## config.mk

```make
export PLATFORM = sky130hd
export DESIGN_NAME = tfn_isqrt
export DESIGN_NICKNAME = d
export VERILOG_FILES = /design/src/sv/tfn_pkg.sv /design/src/sv/tfn_isqrt.sv
export SDC_FILE = /design/constraint.sdc
export NUM_CORES = 2
export LEC_CHECK = 0
export BUFFER_PORTS_ARGS = -buffer_cell sky130_fd_sc_hd__buf_2
export CORE_UTILIZATION = 40
export CTS_CLUSTER_DIAMETER = 200
export DETAILED_ROUTE_END_ITERATION = 8
export SETUP_SLACK_MARGIN = 0.02
export SLEW_MARGIN = 20
export SYNTH_ARGS = -nofsm -noshare
export SYNTH_HDL_FRONTEND = slang
export SYNTH_SLANG_ARGS = --single-unit
```

## constraint.sdc

```tcl
create_clock -name clk -period 3.26 [get_ports clk]
set_input_delay 0.326 -clock clk [delete_from_list [all_inputs] [get_ports clk]]
set_output_delay 0.326 -clock clk [all_outputs]
set_load 0.005 [all_outputs]
```

## src/sv/tfn_pkg.sv

```systemverilog
// Shared widths, types and a helper function for the triangle face normal core.
package tfn_pkg;

	// Field widths of the transaction payloads.
	localparam int COORD_WIDTH      = 16;
	localparam int NORMAL_FRAC_BITS = 14;
	localparam int OUT_WIDTH        = 16;

	// Internal datapath widths, derived from the field widths above and from MANT_BITS.
	localparam int MANT_BITS      = 30;
	localparam int PRE_SHIFT      = (COORD_WIDTH > MANT_BITS) ? COORD_WIDTH - MANT_BITS : 0;
	localparam int EDGE_WIDTH     = COORD_WIDTH + 1 - PRE_SHIFT;
	localparam int PROD_WIDTH     = 2 * EDGE_WIDTH;
	localparam int CROSS_WIDTH    = PROD_WIDTH + 1;
	localparam int MAG_WIDTH      = PROD_WIDTH;
	localparam int MAX_SHIFT      = (MAG_WIDTH > MANT_BITS) ? MAG_WIDTH - MANT_BITS : 0;
	localparam int SHIFT_WIDTH    = (MAX_SHIFT > 0) ? $clog2(MAX_SHIFT + 1) : 1;
	localparam int SUM_WIDTH      = 2 * MANT_BITS + 2;
	localparam int ROOT_WIDTH     = MANT_BITS + 1;
	localparam int ISQRT_STEPS    = SUM_WIDTH / 2;
	localparam int QUOT_WIDTH     = NORMAL_FRAC_BITS + 1;
	localparam int DIVIDEND_WIDTH = MANT_BITS + NORMAL_FRAC_BITS + 1;
	localparam int REM_WIDTH      = ROOT_WIDTH + 1;

	// Pipeline depth of each unit and of the whole core.
	localparam int CROSS_STAGES = 3;
	localparam int PREP_STAGES  = 5;
	localparam int DIV_STAGES   = QUOT_WIDTH + 2;
	localparam int LATENCY      = CROSS_STAGES + PREP_STAGES + ISQRT_STEPS + DIV_STAGES;

	typedef logic signed [COORD_WIDTH-1:0] tfn_coord_t;
	typedef logic signed [OUT_WIDTH-1:0]   tfn_comp_t;

	// Input transaction: three triangle corners.
	typedef struct packed {
		tfn_coord_t first_x;
		tfn_coord_t first_y;
		tfn_coord_t first_z;
		tfn_coord_t second_x;
		tfn_coord_t second_y;
		tfn_coord_t second_z;
		tfn_coord_t third_x;
		tfn_coord_t third_y;
		tfn_coord_t third_z;
	} tfn_in_t;

	// Result transaction: unit normal and degenerate flag.
	typedef struct packed {
		tfn_comp_t normal_x;
		tfn_comp_t normal_y;
		tfn_comp_t normal_z;
		logic      degenerate;
	} tfn_out_t;

	// Control that travels with each item down the normalize pipeline.
	typedef struct packed {
		logic       valid;
		logic       degenerate;
		logic [2:0] neg;
	} tfn_ctl_t;

	typedef logic [2:0][MANT_BITS-1:0] tfn_mags_t;

	// Edge b - a, with the magnitude shifted down for very wide coordinates.
	function automatic logic signed [EDGE_WIDTH-1:0] edge_of(tfn_coord_t a, tfn_coord_t b);
		logic signed [COORD_WIDTH:0] diff;
		logic [COORD_WIDTH:0]        mag;
		logic [COORD_WIDTH:0]        res;
		diff = {b[COORD_WIDTH-1], b} - {a[COORD_WIDTH-1], a};
		mag  = diff[COORD_WIDTH] ? (COORD_WIDTH+1)'(-diff) : diff;
		mag  = mag >> PRE_SHIFT;
		res  = diff[COORD_WIDTH] ? (COORD_WIDTH+1)'(-mag) : mag;
		return res[EDGE_WIDTH-1:0];
	endfunction

endpackage

```

## src/sv/tfn_isqrt.sv

```systemverilog
// Pipelined integer square root, one result bit per stage.
module tfn_isqrt (
	input  logic                            clk,
	input  logic                            arst_n,
	input  tfn_pkg::tfn_ctl_t               in_ctl,
	input  tfn_pkg::tfn_mags_t              in_mags,
	input  logic [tfn_pkg::SUM_WIDTH-1:0]   radicand,
	output tfn_pkg::tfn_ctl_t               out_ctl,
	output tfn_pkg::tfn_mags_t              out_mags,
	output logic [tfn_pkg::ROOT_WIDTH-1:0]  root
);
	import tfn_pkg::*;

	tfn_ctl_t             ctl_sk  [ISQRT_STEPS+1];
	tfn_mags_t            mags_sk [ISQRT_STEPS+1];
	logic [SUM_WIDTH-1:0] rad_sk  [ISQRT_STEPS+1];
	logic [SUM_WIDTH-1:0] root_sk [ISQRT_STEPS+1];

	assign ctl_sk[0]  = in_ctl;
	assign mags_sk[0] = in_mags;
	assign rad_sk[0]  = radicand;
	assign root_sk[0] = '0;

	for (genvar k = 0; k < ISQRT_STEPS; k++) begin : g_step
		localparam int BIT_POS = 2 * (ISQRT_STEPS - 1 - k);
		logic [SUM_WIDTH-1:0] trial;
		logic                 fits;

		// Try the next root bit against the remaining radicand.
		assign trial = root_sk[k] + (SUM_WIDTH'(1) << BIT_POS);
		assign fits  = rad_sk[k] >= trial;

		always_ff @(posedge clk or negedge arst_n) begin
			if (!arst_n) begin
				ctl_sk[k+1] <= '0;
			end else begin
				ctl_sk[k+1] <= ctl_sk[k];
			end
		end

		always_ff @(posedge clk) begin
			mags_sk[k+1] <= mags_sk[k];
			if (fits) begin
				rad_sk[k+1]  <= rad_sk[k] - trial;
				root_sk[k+1] <= (root_sk[k] >> 1) + (SUM_WIDTH'(1) << BIT_POS);
			end else begin
				rad_sk[k+1]  <= rad_sk[k];
				root_sk[k+1] <= root_sk[k] >> 1;
			end
		end
	end

	assign out_ctl  = ctl_sk[ISQRT_STEPS];
	assign out_mags = mags_sk[ISQRT_STEPS];
	assign root     = root_sk[ISQRT_STEPS][ROOT_WIDTH-1:0];

endmodule

```

==> flow_metrics.env <==
export IMPL_grtUsageMet2_pct=27.1
export IMPL_grt_pass1_wl_um=452000
export IMPL_syn_num_nets=12680
export IMPL_reg2reg_from="rad_sk[360]$_DFF_P_"
export IMPL_final_util_pct=50.4
export IMPL_clock_path_buffers=4
export IMPL_finalHoldViolCount=0
export IMPL_grtUsageMet1_pct=16.8
export IMPL_worstHoldPathType="in -> reg"
export IMPL_yosysMostFrequentCell="dfxtp_1"
export IMPL_path_cells="or4_4 > or4b_4 > or3_4 > or3_4 > or3_4 > a41oi_4 > nor2_4 > buf_6 > o2111ai_4 > buf_4 > nor3_2 > xor2_1"
export IMPL_synth_area_leaders="dfxtp_1 69%, ha_1 4.4%, dfrtp_1 2.6%"
export IMPL_stdcell_count=19214
export IMPL_avgSynthCellArea_um2=12.4
export IMPL_timing_rr_end="rad_sk[305]$_DFF_P_"
export IMPL_cp_max_fo=8
export IMPL_clk_insertion_delay_late_ns=0.99
export IMPL_drt_iter0_drc=3953
export IMPL_cpLargestDelayFamily="simple AND/OR/NAND/NOR gates"
export IMPL_die_width_um=613
export IMPL_place_congestion=0.863
export IMPL_slowest_stage="or4_4"
export IMPL_setup_tns_ns=-6.49
export IMPL_synth_edf_count=0
export IMPL_synth_top_cell_area_share_pct=69.0
export IMPL_clkSlewWorstSetupHoldPaths_ns=0.06
export IMPL_seq_area_frac_synth_pct=71.6
export IMPL_fin_skew_ns=0.0678
export IMPL_netlist_area_um2=149000
export IMPL_finalNetCount=14510
export IMPL_grt_usage_pct=14.8
export IMPL_crit_required_ns=4.09
export IMPL_die_area_um2=376000
export IMPL_clock_sinks=5301
export IMPL_critical_path_class="reg -> reg"
export IMPL_r2r_setup_slack_ns=-0.18
export IMPL_ir_drop_mv=0.563
export IMPL_worstRegToRegCells=12
export IMPL_nFillCells=32282
export IMPL_root_buffer="clkbuf_16"
export IMPL_slew_viol_final=0
export IMPL_cp_start_kind="flop"
export IMPL_port_buffer_count=284
export IMPL_cp_slowest_stage_delay_ns=0.53
export IMPL_place_hpwl_um=203000
export IMPL_cp_arrival_ns=4.27
export IMPL_synth_cells=11996
export IMPL_fin_total_pwr_w=0.168
export IMPL_h_tree_depth=6
export IMPL_drv_cap=0
export IMPL_synth_cell_types=88
export IMPL_fmax_mhz=291
export IMPL_netlist_top_cells_count="5146 x dfxtp_1, 653 x inv_1, 622 x nor2_1"
export IMPL_setup_viol=59
export IMPL_slew_headroom_pct=28.6
export IMPL_layout_setup_ws_ns=-0.181
export IMPL_vias=86131
export IMPL_drt_vias_per_instance=4.48
export IMPL_worst_hold_slack_ns=0.0794
export IMPL_cts_tree="yes"
export IMPL_min_delay_start="in_mags[53]"
export IMPL_totalWireLength_um=285000
export IMPL_postRouteAntennaNets=0
export IMPL_whs_endpoint="mags_sk[2753]$_DFF_P_"
export IMPL_post_route_min_period_ns=3.44
export IMPL_worst_slew_pin_slew_ns=1.06
export IMPL_grt_max_degree=83
export IMPL_busiest_layer="met2"
export IMPL_hold_depth=2
export IMPL_end_kind="flop"
export IMPL_placedCellCount=17887
export IMPL_crit_top_cell="or3_4"
export IMPL_dr_pass1_iters=6
export IMPL_drc=0
export IMPL_synthFlopType="dfxtp_1"
export IMPL_fp_dieH_um=613
export IMPL_finalCritPeriodShare_pct=106
export IMPL_antenna_found_initial=4
export IMPL_wire_per_inst_um=14.8
export IMPL_io_pins=285
export IMPL_drive_gt1_share_pct=18.6
export IMPL_violations="negative setup slack"
export IMPL_globalRouteMet3Util_pct=2.50
export IMPL_grt_setup_unrepaired="yes"
export IMPL_rows=224
export IMPL_synth_top_area_cell="dfxtp_1"
export IMPL_cp_num_buf_inv=2
export IMPL_core_area_um2=372000
export IMPL_critical_path_depth=12
export IMPL_start_util_pct=40.2
export IMPL_numCtsBuffers=529
export IMPL_powerDensity_nw_per_um2=895
export IMPL_ys_seq_elements=5301
export IMPL_outcome="finished with violations"
export IMPL_async_flop_share_pct=2.92
export IMPL_p_leak_nw=82.7
export IMPL_grt_pass1_vias=88129
export IMPL_area_growth_pct=25.5
export IMPL_ys_warnings_count=0
export IMPL_gr_total_overflow=0
-- repair_timing --
item	4_1_cts	5_1_grt
gates cloned	3	2
gates resized for setup	202	363
pin swaps	48	146
setup endpoints to repair	317	419
hold endpoints to repair	313	0
setup buffers	26	38
hold buffers	316	0
-- flip-flops by register name, indices dropped and copies added (netlist names) --
register  count
root         31
rad_sk     1860
out_ctl       5
out_mags     90
ctl_sk      150
root_sk     465
mags_sk    2700
-- worst max path at each step --
stage / startpoint / endpoint / slack (ns)
detailed placement: root_sk[640]$_DFF_P_ / rad_sk[611]$_DFF_P_ / -0.37
floorplan: rad_sk[170]$_DFF_P_ / rad_sk[119]$_DFF_P_ / -0.12
CTS: rad_sk[360]$_DFF_P_ / rad_sk[297]$_DFF_P_ / -0.16
finish: rad_sk[360]$_DFF_P_ / rad_sk[305]$_DFF_P_ / -0.18
global placement: root_sk[131]$_DFF_P_ / rad_sk[110]$_DFF_P_ / -0.35
global route: rad_sk[360]$_DFF_P_ / rad_sk[297]$_DFF_P_ / -0.29
-- where the power goes --
| part | internal (W) | switching (W) | total (W) |
|---|---|---|---|
| combinational | 0.0135 | 0.0139 | 0.0274 |
| sequential | 0.0733 | 0.00594 | 0.0793 |
| clock | 0.0363 | 0.0247 | 0.0610 |
| total | 0.123 | 0.0446 | 0.168 |
-- metal layers --
layer / share of wire, % / routed length, µm
met5: 0 / 0
met2: 50 / 142000
met1: 42 / 120000
met4: 4.5 / 12900
met3: 3.7 / 10600
-- logic make-up after synthesis --
family	after synthesis	share of synthesized area, %
xor gates and xnor gates	820	4.81
AOI/OAI and AO/OA	1669	6.89
adders and majority gates	525	4.40
DFF	5301	71.6
muxes	88	0.657
and+or+nand+nor	2664	9.08
buffers and inverters	929	2.58
-- area by class of cell --
cell class | count | area, µm² | area share (%)
diodes | 3 | 7.51 | 0.00401
clock buffers | 763 | 15400 | 8.20
inverters | 655 | 2460 | 1.31
repair buffers | 1573 | 12200 | 6.52
flip-flops and latches | 5301 | 107000 | 57.1
well taps | 4972 | 6220 | 3.32
clock inverters | 181 | 2830 | 1.51
multi-input cells | 5766 | 41400 | 22.1
-- placed cells by master (no fill, tap or decap), types with 101 or more instances in the layout --
master            n
clkbuf_8        109
nand2_1         581
nor3_1          209
xnor2_1         438
clkbuf_16       538
buf_2           283
dfxtp_1        5109
o21ai_0         354
nor4_1          263
dfrtp_1         155
nand4_1         159
inv_1           639
a21o_1          188
clkbuf_1        117
ha_1            476
dlygate4sd3_1   315
nand3_1         150
o21a_1          101
buf_4           932
nor2_1          588
xor2_1          380
a21oi_1         561
-- stage by stage --
stage	setup slack (ns)	area, µm²
floorplan	-0.116	150000
global placement	-0.346	163000
detailed placement	-0.372	163000
CTS	-0.158	185000
global route	-0.290	187000
finish	-0.181	187000
No activity file was read; power rests on OpenSTA's default activity.
